--- config.mk ---
export PLATFORM = sky130hd
export DESIGN_NAME = dns_query_answer_rewriter
export DESIGN_NICKNAME = d
export VERILOG_FILES = /design/src/rtl/dqar_pkg.sv /design/src/rtl/dqar_front.sv /design/src/rtl/dqar_queue.sv /design/src/rtl/dqar_back.sv /design/src/rtl/dns_query_answer_rewriter.sv
export SDC_FILE = /design/constraint.sdc
export NUM_CORES = 1
export LEC_CHECK = 0
export ABC_AREA = 1
export BUFFER_PORTS_ARGS = -buffer_cell sky130_fd_sc_hd__buf_4
export CORE_ASPECT_RATIO = 1.5
export CORE_MARGIN = 2
export CORE_UTILIZATION = 30
export CTS_CLUSTER_DIAMETER = 120
export CTS_CLUSTER_SIZE = 24
export DETAILED_ROUTE_END_ITERATION = 8
export GPL_TIMING_DRIVEN = 0
export PLACE_DENSITY = 0.53
export SLEW_MARGIN = 0
export SYNTH_ARGS = -nofsm -noshare
export SYNTH_HDL_FRONTEND = slang
export SYNTH_HIERARCHICAL = 1
export SYNTH_SLANG_ARGS = --single-unit
--- constraint.sdc ---
create_clock -name clk -period 3.4 [get_ports clk]
set_input_delay 0.85 -clock clk [delete_from_list [all_inputs] [get_ports clk]]
set_output_delay 0.85 -clock clk [all_outputs]
set_load 0.02 [all_outputs]
--- src/rtl/dqar_pkg.sv ---
// ----------------------------------------------------------------------------
// dqar_pkg
// Shared types, constants and sizes for the DNS query answer rewriter.
// ----------------------------------------------------------------------------
package dqar_pkg;

  // largest datagram taken in, bytes past it are ignored
  localparam int MAX_PACKET = 512;

  // byte offset counter, able to hold MAX_PACKET itself
  localparam int IDX_W   = $clog2(MAX_PACKET) + 1;
  // label pointer, one length byte past the last offset plus a full label
  localparam int LABEL_W = $clog2(MAX_PACKET + 256);

  // answer record appended to every reply
  localparam int TAIL_LEN = 16;
  localparam int TAIL_W   = $clog2(TAIL_LEN);

  // queue between front and back
  localparam int QDEPTH  = 4;
  localparam int QPTR_W  = $clog2(QDEPTH);
  localparam int QCNT_W  = $clog2(QDEPTH + 1);

  // header layout
  localparam int          HDR_LEN      = 12;
  localparam logic [3:0]  OFF_ID_HI    = 4'd0;
  localparam logic [3:0]  OFF_ID_LO    = 4'd1;
  localparam logic [3:0]  OFF_FLAGS_HI = 4'd2;
  localparam logic [3:0]  OFF_FLAGS_LO = 4'd3;
  localparam logic [3:0]  OFF_QD_HI    = 4'd4;
  localparam logic [3:0]  OFF_QD_LO    = 4'd5;
  localparam logic [3:0]  OFF_AN_LO    = 4'd7;
  localparam int          QR_BIT       = 7;
  localparam logic [7:0]  FLAGS_HI     = 8'h81;
  localparam logic [7:0]  FLAGS_LO     = 8'h80;
  localparam logic [7:0]  ANCOUNT_LO   = 8'h01;

  // QTYPE and QCLASS follow the zero label
  localparam int QTAIL_LEN = 5;

  // fixed parts of the answer record
  localparam logic [15:0] NAME_PTR   = 16'hC00C;
  localparam logic [15:0] TYPE_A     = 16'h0001;
  localparam logic [15:0] CLASS_IN   = 16'h0001;
  localparam logic [15:0] RDLEN_IPV4 = 16'h0004;

  // configuration register indexes
  localparam int         CFG_IDX_W          = 1;
  localparam logic [0:0] CFG_ANSWER_ADDRESS = 1'd0;
  localparam logic [0:0] CFG_ANSWER_TTL     = 1'd1;
  localparam logic [31:0] ADDRESS_RESET     = 32'hC0A80401;
  localparam logic [31:0] TTL_RESET         = 32'd60;

  // verdict codes on the result stream
  localparam logic [1:0] VERDICT_BYTE    = 2'd0;
  localparam logic [1:0] VERDICT_SEND    = 2'd1;
  localparam logic [1:0] VERDICT_DISCARD = 2'd2;

  typedef enum logic [1:0] {
    PH_NAME,
    PH_QTYPE,
    PH_DROP
  } phase_t;

  // one request from front to back
  typedef struct packed {
    logic [7:0] data;  // reply byte, valid when emit
    logic       emit;  // data carries a reply byte
    logic       fin;   // end of datagram
    logic       ok;    // datagram answered, append record
  } q_entry_t;

endpackage

--- src/rtl/dqar_front.sv ---
// ----------------------------------------------------------------------------
// dqar_front
// Walks the header and QNAME of each query and classifies every byte.
// ----------------------------------------------------------------------------
module dqar_front (
  input  logic               clk,
  input  logic               rst,
  input  logic               in_fire,
  input  logic [7:0]         in_byte,
  input  logic               in_last,
  output logic               push,
  output dqar_pkg::q_entry_t push_entry
);

  localparam logic [dqar_pkg::IDX_W-1:0] PKT_LIMIT =
    dqar_pkg::IDX_W'(dqar_pkg::MAX_PACKET);
  localparam logic [dqar_pkg::IDX_W-1:0] HDR_END =
    dqar_pkg::IDX_W'(dqar_pkg::HDR_LEN);
  localparam logic [dqar_pkg::LABEL_W-1:0] QE_LIMIT =
    dqar_pkg::LABEL_W'(dqar_pkg::MAX_PACKET - dqar_pkg::TAIL_LEN);
  localparam logic [dqar_pkg::LABEL_W-1:0] FIRST_LABEL =
    dqar_pkg::LABEL_W'(dqar_pkg::HDR_LEN);

  logic [dqar_pkg::IDX_W-1:0]   byte_index, byte_index_next;
  logic [dqar_pkg::LABEL_W-1:0] next_label_at, next_label_at_next;
  logic [dqar_pkg::IDX_W-1:0]   question_end, question_end_next;
  dqar_pkg::phase_t             phase, phase_next;
  logic                         reject, reject_next;

  logic                         emit;
  logic [7:0]                   ob;
  logic                         answer_ok;
  logic [dqar_pkg::LABEL_W-1:0] qe_wide;
  logic [dqar_pkg::IDX_W-1:0]   idx_plus1;

  // per-datagram walk state
  always_ff @(posedge clk) begin
    if (rst) begin
      byte_index    <= '0;
      next_label_at <= FIRST_LABEL;
      question_end  <= '0;
      phase         <= dqar_pkg::PH_NAME;
      reject        <= 1'b0;
    end else if (in_fire) begin
      byte_index    <= byte_index_next;
      next_label_at <= next_label_at_next;
      question_end  <= question_end_next;
      phase         <= phase_next;
      reject        <= reject_next;
    end
  end

  // classify the current byte
  always_comb begin
    emit               = 1'b0;
    ob                 = '0;
    reject_next        = reject;
    phase_next         = phase;
    next_label_at_next = next_label_at;
    question_end_next  = question_end;
    byte_index_next    = byte_index;
    idx_plus1          = byte_index + 1'b1;
    qe_wide            = dqar_pkg::LABEL_W'(byte_index) +
                         dqar_pkg::LABEL_W'(dqar_pkg::QTAIL_LEN);

    if (byte_index < PKT_LIMIT) begin
      byte_index_next = idx_plus1;
      if (!reject) begin
        if (byte_index < HDR_END) begin
          // fixed header rewrite
          emit = 1'b1;
          case (byte_index[3:0])
            dqar_pkg::OFF_FLAGS_HI: begin
              ob = dqar_pkg::FLAGS_HI;
              if (in_byte[dqar_pkg::QR_BIT]) reject_next = 1'b1;
            end
            dqar_pkg::OFF_FLAGS_LO: ob = dqar_pkg::FLAGS_LO;
            dqar_pkg::OFF_AN_LO:    ob = dqar_pkg::ANCOUNT_LO;
            dqar_pkg::OFF_ID_HI,
            dqar_pkg::OFF_ID_LO,
            dqar_pkg::OFF_QD_HI,
            dqar_pkg::OFF_QD_LO:    ob = in_byte;
            default:                ob = '0;
          endcase
        end else if (phase == dqar_pkg::PH_NAME) begin
          // label walk through QNAME
          emit = 1'b1;
          ob   = in_byte;
          if (dqar_pkg::LABEL_W'(byte_index) == next_label_at) begin
            if (in_byte == 8'd0) begin
              question_end_next = qe_wide[dqar_pkg::IDX_W-1:0];
              if (qe_wide > QE_LIMIT) reject_next = 1'b1;
              else phase_next = dqar_pkg::PH_QTYPE;
            end else begin
              next_label_at_next = dqar_pkg::LABEL_W'(byte_index) +
                                   dqar_pkg::LABEL_W'(in_byte) + 1'b1;
            end
          end
        end else if (phase == dqar_pkg::PH_QTYPE) begin
          // QTYPE and QCLASS copied
          if (byte_index < question_end) begin
            emit = 1'b1;
            ob   = in_byte;
          end
          if (idx_plus1 >= question_end) phase_next = dqar_pkg::PH_DROP;
        end
      end
    end

    answer_ok = !reject_next && (phase_next == dqar_pkg::PH_DROP);

    // hand the byte over
    push            = in_fire && (in_last || (emit && !reject_next));
    push_entry.fin  = in_last;
    push_entry.ok   = answer_ok;
    push_entry.emit = emit && !reject_next && (!in_last || answer_ok);
    push_entry.data = ob;

    // end of datagram restarts the walk
    if (in_last) begin
      byte_index_next    = '0;
      next_label_at_next = FIRST_LABEL;
      question_end_next  = '0;
      phase_next         = dqar_pkg::PH_NAME;
      reject_next        = 1'b0;
    end
  end

endmodule

--- src/rtl/dqar_queue.sv ---
// ----------------------------------------------------------------------------
// dqar_queue
// Short queue of classified requests between front and back.
// ----------------------------------------------------------------------------
module dqar_queue (
  input  logic               clk,
  input  logic               rst,
  input  logic               push,
  input  dqar_pkg::q_entry_t push_entry,
  output logic               full,
  input  logic               pop,
  output logic               head_valid,
  output dqar_pkg::q_entry_t head
);

  dqar_pkg::q_entry_t                mem [dqar_pkg::QDEPTH];
  logic [dqar_pkg::QPTR_W-1:0]       wr_ptr;
  logic [dqar_pkg::QPTR_W-1:0]       rd_ptr;
  logic [dqar_pkg::QCNT_W-1:0]       count;

  assign full       = (count == dqar_pkg::QCNT_W'(dqar_pkg::QDEPTH));
  assign head_valid = (count != '0);
  assign head       = mem[rd_ptr];

  // storage
  always_ff @(posedge clk) begin
    if (push) mem[wr_ptr] <= push_entry;
  end

  // pointers and fill level
  always_ff @(posedge clk) begin
    if (rst) begin
      wr_ptr <= '0;
      rd_ptr <= '0;
      count  <= '0;
    end else begin
      if (push) wr_ptr <= wr_ptr + 1'b1;
      if (pop)  rd_ptr <= rd_ptr + 1'b1;
      if (push && !pop)      count <= count + 1'b1;
      else if (pop && !push) count <= count - 1'b1;
    end
  end

endmodule

--- src/rtl/dqar_back.sv ---
// ----------------------------------------------------------------------------
// dqar_back
// Expands queued requests into reply bytes and appends the answer record.
// ----------------------------------------------------------------------------
module dqar_back (
  input  logic               clk,
  input  logic               rst,
  input  logic               head_valid,
  input  dqar_pkg::q_entry_t head,
  output logic               pop,
  input  logic [31:0]        answer_address,
  input  logic [31:0]        answer_ttl,
  output logic               out_valid,
  input  logic               out_ready,
  output logic [7:0]         out_byte,
  output logic               out_last,
  output logic [1:0]         verdict
);

  localparam logic [dqar_pkg::TAIL_W-1:0] TAIL_FINAL =
    dqar_pkg::TAIL_W'(dqar_pkg::TAIL_LEN - 1);

  logic                        tail_on, tail_on_next;
  logic [dqar_pkg::TAIL_W-1:0] tail_idx, tail_idx_next;
  logic                        load;
  logic [7:0]                  byte_next;
  logic                        last_next;
  logic [1:0]                  verdict_next;
  logic [8*dqar_pkg::TAIL_LEN-1:0] record;
  logic [dqar_pkg::TAIL_W-1:0] tail_sel;

  assign record = {dqar_pkg::NAME_PTR, dqar_pkg::TYPE_A, dqar_pkg::CLASS_IN,
                   answer_ttl, dqar_pkg::RDLEN_IPV4, answer_address};
  assign tail_sel = TAIL_FINAL - tail_idx;

  // output register frees when empty or taken
  assign load = head_valid && (!out_valid || out_ready);

  // pick the next result
  always_comb begin
    pop           = 1'b0;
    tail_on_next  = tail_on;
    tail_idx_next = tail_idx;
    byte_next     = '0;
    last_next     = 1'b0;
    verdict_next  = dqar_pkg::VERDICT_BYTE;
    if (load) begin
      if (!head.fin) begin
        byte_next = head.data;
        pop       = 1'b1;
      end else if (!head.ok) begin
        last_next    = 1'b1;
        verdict_next = dqar_pkg::VERDICT_DISCARD;
        pop          = 1'b1;
      end else if (!tail_on && head.emit) begin
        // last question byte goes ahead of the record
        byte_next    = head.data;
        tail_on_next = 1'b1;
      end else begin
        byte_next = record[8*tail_sel +: 8];
        if (tail_idx == TAIL_FINAL) begin
          last_next     = 1'b1;
          verdict_next  = dqar_pkg::VERDICT_SEND;
          pop           = 1'b1;
          tail_on_next  = 1'b0;
          tail_idx_next = '0;
        end else begin
          tail_on_next  = 1'b1;
          tail_idx_next = tail_idx + 1'b1;
        end
      end
    end
  end

  // record position
  always_ff @(posedge clk) begin
    if (rst) begin
      tail_on  <= 1'b0;
      tail_idx <= '0;
    end else begin
      tail_on  <= tail_on_next;
      tail_idx <= tail_idx_next;
    end
  end

  // output register
  always_ff @(posedge clk) begin
    if (rst) begin
      out_valid <= 1'b0;
    end else if (load) begin
      out_valid <= 1'b1;
    end else if (out_ready) begin
      out_valid <= 1'b0;
    end
  end

  always_ff @(posedge clk) begin
    if (load) begin
      out_byte <= byte_next;
      out_last <= last_next;
      verdict  <= verdict_next;
    end
  end

endmodule

--- src/rtl/dns_query_answer_rewriter.sv ---
// ----------------------------------------------------------------------------
// dns_query_answer_rewriter
// Streams a DNS query in and the rewritten reply with one A record out.
// ----------------------------------------------------------------------------
//
//  channel  | direction | handshake          | payload
//  ---------+-----------+--------------------+---------------------------------
//  s_       | in        | s_tvalid/s_tready  | tdata in_byte, tlast in_last
//  m_       | out       | m_tvalid/m_tready  | tdata out_byte, tlast out_last,
//           |           |                    | tuser verdict
//  cfg_     | in        | cfg_valid/cfg_ready| cfg_index, cfg_data
//
//  One query byte per cycle is taken while s_tready is high. At datagram end the
//  16-byte answer record (17 results with the last question byte) leaves
//  the back stage at one byte per cycle while m_tready is high; the four-entry
//  queue fills and s_tready drops while it drains. Reset is synchronous and
//  clears the walk state, the queue and the registers to their defaults. Each
//  side stalls on its own through the queue and the output register.
//
module dns_query_answer_rewriter (
  input  logic                           clk,
  input  logic                           rst,
  input  logic                           s_tvalid,
  output logic                           s_tready,
  input  logic [7:0]                     s_tdata,   // [7:0] in_byte
  input  logic                           s_tlast,
  output logic                           m_tvalid,
  input  logic                           m_tready,
  output logic [7:0]                     m_tdata,   // [7:0] out_byte
  output logic                           m_tlast,
  output logic [1:0]                     m_tuser,   // [1:0] verdict
  input  logic                           cfg_valid,
  output logic                           cfg_ready,
  input  logic [dqar_pkg::CFG_IDX_W-1:0] cfg_index,
  input  logic [31:0]                    cfg_data
);

  logic               in_fire;
  logic               push;
  logic               full;
  logic               pop;
  logic               head_valid;
  dqar_pkg::q_entry_t push_entry;
  dqar_pkg::q_entry_t head;
  logic [31:0]        answer_address;
  logic [31:0]        answer_ttl;

  assign s_tready  = !full;
  assign in_fire   = s_tvalid && s_tready;
  assign cfg_ready = 1'b1;

  // configuration registers
  always_ff @(posedge clk) begin
    if (rst) begin
      answer_address <= dqar_pkg::ADDRESS_RESET;
      answer_ttl     <= dqar_pkg::TTL_RESET;
    end else if (cfg_valid) begin
      case (cfg_index)
        dqar_pkg::CFG_ANSWER_ADDRESS: answer_address <= cfg_data;
        dqar_pkg::CFG_ANSWER_TTL:     answer_ttl     <= cfg_data;
        default: ;
      endcase
    end
  end

  dqar_front u_front (
    .clk        (clk),
    .rst        (rst),
    .in_fire    (in_fire),
    .in_byte    (s_tdata),
    .in_last    (s_tlast),
    .push       (push),
    .push_entry (push_entry)
  );

  dqar_queue u_queue (
    .clk        (clk),
    .rst        (rst),
    .push       (push),
    .push_entry (push_entry),
    .full       (full),
    .pop        (pop),
    .head_valid (head_valid),
    .head       (head)
  );

  dqar_back u_back (
    .clk            (clk),
    .rst            (rst),
    .head_valid     (head_valid),
    .head           (head),
    .pop            (pop),
    .answer_address (answer_address),
    .answer_ttl     (answer_ttl),
    .out_valid      (m_tvalid),
    .out_ready      (m_tready),
    .out_byte       (m_tdata),
    .out_last       (m_tlast),
    .verdict        (m_tuser)
  );

endmodule

==> results of run 1 <==
## routing by layer
layer	up-vias	track usage	part of all wire
met3	68	0.02723	0.029
met2	154	0.3522	0.54
met4	0	0.1022	0.054
met5	-	0	0
met1	3757	0.1796	0.38
li1	4127	-	-
## worst max-delay path: cells and delay by family, from the launching register on
| family | cells | cell delay (ns) |
|---|---|---|
| AO/OA/AOI/OAI | 1 | 0.25 |
| adder cells (fa/ha/maj) | 2 | 0.60 |
| flip-flops | 1 | 0.51 |
| AND/OR/NAND/NOR | 14 | 1.07 |
| buffers and inverters | 5 | 0.61 |
## layout make-up
type	instances	area share
multi-input combinational	864	0.4118
sequential	167	0.3601
inverter	145	0.05048
tap	400	0.04621
timing repair buffer	58	0.04020
clock buffer	18	0.03962
buffer	52	0.03419
clock inverter	14	0.01744
## Yosys cell counts, types with 2 or more instances
master and n:
a211oi_1 2, a211oi_2 8, a21oi_1 71, a22oi_1 2, a31oi_1 3, buf_2 14, buf_4 16, buf_6 13
clkbuf_1 9, clkinv_1 2, dfxtp_1 112, edfxtp_1 55, fa_1 2, ha_1 41, inv_1 125, inv_2 17
nand2_1 266, nand2_2 3, nand2_4 3, nand3_1 67, nand3_2 12, nand4_1 8, nor2_1 209, nor2_2 3
nor2_4 3, nor3_1 9, o2111ai_1 2, o211ai_1 4, o21a_1 7, o21ai_0 56, o21ai_1 42, o22ai_1 12
or2_2 3, xor2_1 12
## cells in the final DEF (no fill, tap or decap), types with 13 or more instances in the layout
master and count:
a21oi_1 70, buf_2 14, buf_4 74, buf_6 13, clkbuf_16 17, dfxtp_1 109
edfxtp_1 55, ha_1 41, inv_1 125, inv_2 17, nand2_1 266, nand3_1 67
nor2_1 207, o21ai_0 56, o21ai_1 42
## flip-flops by register name (all words and copies together) (netlist names), named ones only
name                   cells
u_back/out_last            1
u_queue/wr_ptr             2
u_back/tail_on             1
u_queue/mem               44
u_front/reject             1
u_front/next_label_at     10
u_queue/count              3
u_back/tail_idx            4
u_front/byte_index        10
u_front/question_end      10
u_back/out_valid           1
u_queue/rd_ptr             2
u_back/verdict             2
answer_ttl                32
u_front/phase              2
u_back/out_byte            8
answer_address            32
## power by group
group          leakage (uW)  switching (uW)  internal [uW]
Clock              0.000296             885           1180
Combinational       0.00311            1340            696
Sequential          0.00144             137           2370
## worst min-delay path by stage
stage,startpoint,endpoint,slack (ns)
6_report,u_queue/rd_ptr[1],register,0.45
5_1_grt,u_queue/rd_ptr[1],register,0.47
4_1_cts,u_queue/rd_ptr[1],register,0.46
3_5_place_dp,u_queue/rd_ptr[1],register,0.44
3_3_place_gp,u_queue/rd_ptr[1],register,0.43
2_1_floorplan,u_queue/rd_ptr[1],register,0.42
## kinds of logic (layout without fill, tap and decap cells)
group,count (synthesis),in the layout,synth area share
xor+xnor,13,13,0.01233
flops,167,167,0.4215
buf+inv,197,287,0.09928
simple gates,590,590,0.2714
other cells,1,1,0.0004059
fa+ha+maj,43,43,0.05987
compound gates,217,217,0.1352
## what timing repair did
item,in CTS,in global routing
endpoints found under the setup margin,6,10
pin swaps,0,0
hold buffers,0,0
resized for setup,2,9
hold endpoints to repair,0,0
gates cloned,0,0
## stage by stage
step	TNS, ns	setup slack (ns)	utilization	hold slack (ns)
floorplan	0	0.6326	-	0.4181
global placement	-0.1572	-0.1105	0.3363	0.4339
detailed placement	-0.3556	-0.07268	0.3363	0.4405
CTS	0	0.03822	0.3568	0.4552
global route	0	0.007464	0.3580	0.4659
finish	0	0.2571	0.3580	0.4459
==> flow_summary.toml, run 1 <==
[power_and_ir_drop]
powerDensity_mw_per_mm2 = 610.2
power_uw = 6610
ir_drop_v = 0.0003220
leakage_uw = 0.004850

[yosys]
yosysTopAreaCell = "dfxtp_1"
synth_edf_count = 55
synth_nets = 1318
synth_top_area_share = 0.2427
synth_cells = 1228
netlist_area_mm2 = 0.009238
synthFlopType = "dfxtp_1"
synth-seq-cells = 167
syn_area_per_cell_um2 = 7.522
synthArstFlopShare = 0
synth_cell_type_count = 49
ys_seq_area_frac = 0.4215
ys.warnings.count = 6
synth.area.top_cells = "dfxtp_1 24%, edfxtp_1 18%, nand2_1 11%"

[final_layout]
regArea_mm2 = 0.003900
layout-drive-gt1-share = 0.1502
diodes = 0
layout.nets = 1395
multi_input_area_mm2 = 0.004461
stdcell_count = 1718
num-fill-cells = 3277
area_delta_synth_final_pct = 17.26
stdcell_area_mm2 = 0.01083

[floorplanning]
die_w_um = 147.3
die_h_um = 218.9
start_util = 0.3053
ios = 61
rows = 78
die-area_mm2 = 0.03224
core-area_mm2 = 0.03025

[setup_path]
startpoint_type = "register"
reg2reg_to = "u_queue/count[2]"
worst_setup_path_end_kind = "register"
critPathMaxFanout = 10
timing.rr.start = "u_front/byte_index[3]"
crit_arrival_ns = 3.48
critPathMaxStageDelay_ns = 0.51
worstSetupPathType = "register to register"
slowest_stage = "dfxtp_1"
reg2reg_depth = 22
r2r_slack_ns = 0.26
required_ns = 3.74
crit_path_start = "u_front/byte_index[3]"
timing.critical_path.mode_cell = "nand2_1"
crit_path_cell_trace = "buf_2, nand2_1, inv_1, nand2_1, nand2_1, nand2_1, nand2_1, nor2_1, nand2_1, nand2_1, nand2_1, nand4_1, a21oi_4, ha_1, inv_1, fa_1, inv_1, nand2_1, nand3_1, nand2_1, inv_1, nor2_1"
worstSetupEndpoint = "u_queue/count[2]"

[placement]
place.gp.congestion = 0.9368
hpwl_um = 22070
placed_cells_incl_taps = 1686
placed_area_mm2 = 0.01017
io_buffers = 58

[route]
drt-total-wl_um = 28420
ant_nets = 0
vias = 8106
drtIter0Drc = 479
wl_per_cell_um = 16.54
drc = 0
first_pass_iters = 5
vias_per_cell = 4.718

[flow_run]
maxCapViolations = 0

[min_path]
hold_class = "register to register"
hold_depth = 1

[run_status]
status = "finished clean"

[timing]
max_slew_margin = 0.3897
fin_crit_sh = 0.9244
finalSetupViolCount = 0
tightestPinTransition_ns = 0.9094
layout_min_cycle_time_ns = 3.143
clock.fmax_mhz = 318.2
rsz0062_at_grt = "false"
clock_skew_ns = 0.01242
drv_slew = 0
hold_viol_final = 0

[clock_network]
h-tree-depth = 4
cts_setup_buffers = 0
cts.sink_count = 167
numCtsBuffers = 17
cts_root_buf = "clkbuf_16"
cts_tree = "yes"
clk_pin_slew_ns = 0.07
cts_buffer_depth = 2
clk_latency_ns = 0.44

[grt]
grt_first_pass_wirelength_um = 44410
grt_max_degree = 17
antenna_found_initial = 0
grtUsageTotal = 0.1804
grt_pass1_vias = 8321
grt-ovfl-total = 0
Note: power is estimated with default switching activity, not from simulation.
==> run 2: changes to the inputs <==
Clock period 3.4 ns to 3.92 ns, I/O delays scaled along.
==> run 2 against run 1 <==
  * Combinational power fell by 13%
  * Global-route usage barely moved
  * Via count rose by 0.48%
  * Clock skew fell by 0.00092 ns
  * Worst hold slack improved by 0.0048 ns
  * Sequential power fell by 13%
  * Total power fell by 13%
  * Sequential share of layout area rose by 0.075 points
  * Critical path type unchanged
  * Critical endpoint is now u_queue/mem[3][2]
  * Largest cell class unchanged
  * Largest power group unchanged
  * Highest routed layer unchanged
==> flow_summary.toml, run 2 (synthesized netlist as in run 1, its figures left out) <==
[run_status]
status = "finished clean"

[power_and_ir_drop]
swShare = 0.3572
p_sw_uw = 2047
pwr-share-comb = 0.307
ir_drop_v = 0.0002818
leakage_uw = 0.004843
pwr-share-seq = 0.380
powerDensity_mw_per_mm2 = 530.9
clkPwrFrac = 0.313
p_int_uw = 3683

[setup_path]
critPathMaxFanout = 9
worst_setup_path_end_kind = "register"
timing.critical_path.mode_cell = "nand2_1"
worstSetupPathType = "register to register"
crit_arrival_ns = 3.76
startpoint_type = "register"
crit_path_cell_trace = "nand2_1, nor2_1, nand3_1, nor2_1, xor2_1, ha_1, nand2_1, nor2_1, o211ai_1, nand4_1, nand2_1, nand2_1, nand3_1, a211oi_1"
required_ns = 4.11
slowest_stage = "dfxtp_1"
critPathMaxStageDelay_ns = 0.65

[timing]
setup_tns_ns = 0
clock_skew_ns = 0.01151
finalSetupViolCount = 0
fin_crit_sh = 0.9089
max_slew_margin = 0.4127
finalWorstSetupSlack_ns = 0.3571
hold_viol_final = 0
layout_min_cycle_time_ns = 3.563
rsz0062_at_grt = "false"
drv_slew = 0
clock.fmax_mhz = 280.7
tightestPinTransition_ns = 0.8751

[placement]
placed_cells_incl_taps = 1686
io_buffers = 58
placed_area_mm2 = 0.01017
hpwl_um = 22070
place.gp.congestion = 0.9368
pre_cts_slack_ns = 0.4473

[final_layout]
num-fill-cells = 3278
diodes = 0
stdcell_area_mm2 = 0.01079
area_delta_synth_final_pct = 16.82
reg_top3 = "u_queue/mem x44, answer_address x32, answer_ttl x32"
stdcell_count = 1718
largest-register = "u_queue/mem"
layout.nets = 1395
layout_common_cells = "266 x nand2_1, 209 x nor2_1, 125 x inv_1"
fin_util = 0.3567
layout-drive-gt1-share = 0.1449
layout_commonest_cell = "nand2_1"
largest_register_ffs = 44

[clock_network]
cts_tree = "yes"
cts.sink_count = 167
numCtsBuffers = 17
clk_latency_ns = 0.44
cts_setup_buffers = 0
cts_root_buf = "clkbuf_16"
holdBufCountCts = 0
clk_pin_slew_ns = 0.07
h-tree-depth = 4
cts_buffer_depth = 2
cts_resized = 0

[grt]
grt-ovfl-total = 0
grtUsageTotal = 0.1803
grt_pass1_vias = 8308
grt_first_pass_wirelength_um = 44370
antenna_found_initial = 0
grt_max_degree = 17

[route]
first_pass_iters = 5
vias_per_cell = 4.741
vias = 8145
drt-total-wl_um = 28360
drtIter0Drc = 461
wl_per_cell_um = 16.50
ant_nets = 0
drc = 0

[min_path]
hold_class = "register to register"

[floorplanning]
die_h_um = 218.9
core-area_mm2 = 0.03025
start_util = 0.3053
die_w_um = 147.3
ios = 61
rows = 78
die-area_mm2 = 0.03224

[flow_run]
maxCapViolations = 0
## run 2: cell counts in the layout (fill, tap and decap cells not counted)
No cell type changed its count.
## run 2: worst paths after layout
path | start | endpoint | slack (ns) | cells past startpoint
max | u_front/byte_index[1] | u_queue/mem[3][2] | 0.36 | 14
min | u_queue/rd_ptr[1] | register | 0.45 | 1
max reg2reg | u_front/byte_index[1] | u_queue/mem[3][2] | 0.36 | 14
min reg2reg | u_queue/rd_ptr[1] | register | 0.45 | 1
## run 2: stage by stage
| step | hold WS [ns] | power (uW) |
|---|---|---|
| floorplan | 0.4181 | 3369 |
| global placement | 0.4339 | 3956 |
| detailed placement | 0.4405 | 3978 |
| CTS | 0.4552 | 5771 |
| global route | 0.4659 | 6069 |
| finish | 0.4508 | 5730 |
## run 2: layout make-up
class | instances | area, um2 | area share
tap | 400 | 500.5 | 0.04638
clock buffer | 18 | 429.2 | 0.03977
clock inverter | 14 | 188.9 | 0.01751
sequential | 167 | 3894 | 0.3608
buffer | 52 | 370.4 | 0.03432
inverter | 145 | 546.8 | 0.05067
timing repair buffer | 58 | 435.4 | 0.04035
multi-input combinational | 864 | 4427 | 0.4102
## run 2: worst max-delay path, delay by kind of cell, from the launching register on
kind / cells / cell delay [ns]
compound gates: 2 / 0.51
xor+xnor: 1 / 0.11
fa+ha+maj: 1 / 0.33
flops: 1 / 0.65
simple gates: 10 / 1.72
## run 2: power by group through the flow
stage / logic [uW] / registers [uW] / clock network, uW
detailed placement: 1760 / 2220 / 0
global route: 1980 / 2200 / 1890
floorplan: 1110 / 2260 / 0
global placement: 1740 / 2220 / 0
CTS: 1760 / 2180 / 1830
finish: 1760 / 2180 / 1790
## run 2: layer usage
layer | wire, um | track usage | up-vias
li1 | - | - | 4131
met1 | 10610 | 0.1795 | 3781
met2 | 15390 | 0.3519 | 170
met3 | 901 | 0.02723 | 63
met4 | 1454 | 0.1022 | 0
met5 | 0 | 0 | -
==> run 3: changes to the inputs <==
Settings changed: ABC_AREA 1 to default.
==> run 3 against run 2 <==
  * Synthesized area down 1.4%
  * Total power down 13%
  * Cell count down 20%
  * Largest cell class unchanged
  * Largest power group unchanged
==> flow_summary.toml, run 3 <==
[timing]
drv_slew = 0
rsz0062_at_grt = "false"
fin_crit_sh = 0.9299
layout_min_cycle_time_ns = 3.645
tightestPinTransition_ns = 0.8314
max_slew_margin = 0.4399
finalWorstSetupSlack_ns = 0.2749
clock_skew_ns = 0.01621
hold_viol_final = 0
finalSetupViolCount = 0
clock.fmax_mhz = 274.3

[yosys]
synth_edf_count = 55
ys_seq_area_frac = 0.4275
synth.most_common_cell = "dfxtp_1"
yosysTopAreaCell = "dfxtp_1"
synthTopCellsByCount = "112 x dfxtp_1, 80 x mux2i_1, 72 x nand2b_1"
ys.warnings.count = 6
syn_area_per_cell_um2 = 10.26
synth-seq-cells = 167
synth_top_area_share = 0.2462
synth_nets = 978
synth.area.top_cells = "dfxtp_1 25%, edfxtp_1 18%, mux2i_1 8.8%"
synth_cells = 888
synthArstFlopShare = 0
netlist_area_mm2 = 0.009107
synthFlopType = "dfxtp_1"
synth_cell_type_count = 78

[placement]
placed_area_mm2 = 0.01005
hpwl_um = 20120
pre_cts_slack_ns = -0.4087
place.gp.congestion = 0.9402
io_buffers = 59

[route]
drtIter0Drc = 354
drc = 0
vias_per_cell = 4.980
wl_per_cell_um = 19.03
vias = 6863
drt-total-wl_um = 26220
first_pass_iters = 4
ant_nets = 0

[clock_network]
clk_latency_ns = 0.44
cts_setup_buffers = 0
cts_root_buf = "clkbuf_16"
cts_tree = "yes"
cts_buffer_depth = 2
holdBufCountCts = 0
numCtsBuffers = 17
h-tree-depth = 4
cts.sink_count = 167
clk_pin_slew_ns = 0.08

[grt]
antenna_found_initial = 1
grt_pass1_vias = 7095
grt-ovfl-total = 0
grt_max_degree = 18
grtUsageTotal = 0.1688
grt_first_pass_wirelength_um = 40620

[power_and_ir_drop]
pwr-share-comb = 0.228
clkPwrFrac = 0.348
leakage_uw = 0.004088
pwr-share-seq = 0.424
p_sw_uw = 1524
swShare = 0.3046
powerDensity_mw_per_mm2 = 468.0
ir_drop_v = 0.0003243
p_int_uw = 3480

[final_layout]
layout.nets = 1055
diodes = 0
area_delta_synth_final_pct = 17.42
stdcell_area_mm2 = 0.01069
reg_top3 = "u_queue/mem x44, answer_address x32, answer_ttl x32"
layout_common_cells = "110 x dfxtp_1, 80 x mux2i_1, 72 x nand2b_1"
layout_commonest_cell = "dfxtp_1"
largest_register_ffs = 44
num-fill-cells = 3102
layout-drive-gt1-share = 0.1902
multi_input_area_mm2 = 0.004771
regArea_mm2 = 0.003896
largest-register = "u_queue/mem"

[setup_path]
crit_arrival_ns = 4.01
cp_num_buf_inv = 2
critPathMaxStageDelay_ns = 0.48
cp_top_family = "compound AO/OA/AOI/OAI gates"
startpoint_type = "register"
critPathMaxFanout = 7
required_ns = 4.29
worstSetupPathType = "register to register"
worst_setup_path_end_kind = "register"
crit_path_cell_trace = "clkbuf_2, a21o_1, nand4_1, xnor2_1, a41oi_2, o31a_1, nor2b_1, o21a_2, ha_1, inv_1, fa_1, xor2_1, or3_1, a21oi_1"
slowest_stage = "dfxtp_1"

[floorplanning]
start_util = 0.3030
die_w_um = 146.3
die_h_um = 217.4
ios = 61
die-area_mm2 = 0.03180
core-area_mm2 = 0.03006
rows = 78

[min_path]
hold_class = "register to register"

[run_status]
status = "finished clean"

[flow_run]
maxCapViolations = 0
## run 3: timing repair
action	in CTS	in global routing
gates resized for setup	3	10
endpoints found under the hold margin	0	0
endpoints found under the setup margin	5	5
## run 3: metal layers
metal | up-vias | global-route usage | wire [um]
li1 | 3335 | - | -
met1 | 3316 | 0.1784 | 10130
met2 | 161 | 0.3226 | 14200
met3 | 49 | 0.02662 | 843
met4 | 2 | 0.08285 | 1029
met5 | - | 0 | 13
## run 3: layout make-up
type | instances | area share
multi-input cells | 629 | 0.4461
flip-flops and latches | 167 | 0.3643
well taps | 400 | 0.04680
repair buffers | 59 | 0.04142
clock buffers | 17 | 0.03978
plain buffers | 62 | 0.03405
clock inverters | 15 | 0.01732
inverters | 29 | 0.01018
## run 3: path summary, 6_finish.rpt
path | from | slack (ns) | endpoint | cells after the start
max | u_front/byte_index[1] | 0.27 | u_queue/count[2] | 14
max reg2reg | u_front/byte_index[1] | 0.27 | u_queue/count[2] | 14
min | u_front/question_end[9] | 0.46 | u_front/question_end[9] | 2
min reg2reg | u_front/question_end[9] | 0.46 | u_front/question_end[9] | 2
## run 3: cells by family (layout without fill, tap and decap cells)
family | count (synthesis) | in the layout | share of synthesized area
AO/OA/AOI/OAI | 162 | 162 | 0.1214
XOR/XNOR | 34 | 34 | 0.03270
adder cells (fa/ha/maj) | 43 | 43 | 0.06072
buffers and inverters | 92 | 182 | 0.05179
flip-flops | 167 | 167 | 0.4275
multiplexers | 99 | 99 | 0.1287
other | 1 | 1 | 0.0004117
AND/OR/NAND/NOR | 290 | 290 | 0.1767
## run 3: worst reg2reg max path: stages, from the launching register on
cell and delay [ns]:
dfxtp_1 0.48, clkbuf_2 0.26, a21o_1 0.28, nand4_1 0.14
xnor2_1 0.20, a41oi_2 0.34, o31a_1 0.25, nor2b_1 0.15
o21a_2 0.21, ha_1 0.21, inv_1 0.06, fa_1 0.38
xor2_1 0.18, or3_1 0.30, a21oi_1 0.13
## run 3: power by group through the flow
stage          logic, uW  registers, uW  clock network (uW)
2_1_floorplan        697           2200                   0
3_3_place_gp        1140           2160                   0
3_5_place_dp        1150           2160                   0
4_1_cts             1160           2130                1790
5_1_grt             1240           2140                1850
6_report            1140           2120                1740
## run 3: through the flow
step / std cells / TNS [ns] / total power, uW / hold slack, ns / util
finish: 1378 / 0 / 5004 / 0.4557 / 0.3558
global route: 1378 / 0 / 5233 / 0.4733 / 0.3558
CTS: 1378 / 0 / 5071 / 0.4559 / 0.3549
detailed placement: 1347 / -0.6262 / 3315 / 0.4454 / 0.3344
global placement: 1347 / -0.7788 / 3298 / 0.4427 / 0.3344
floorplan: 888 / 0 / 2897 / 0.4298 / -
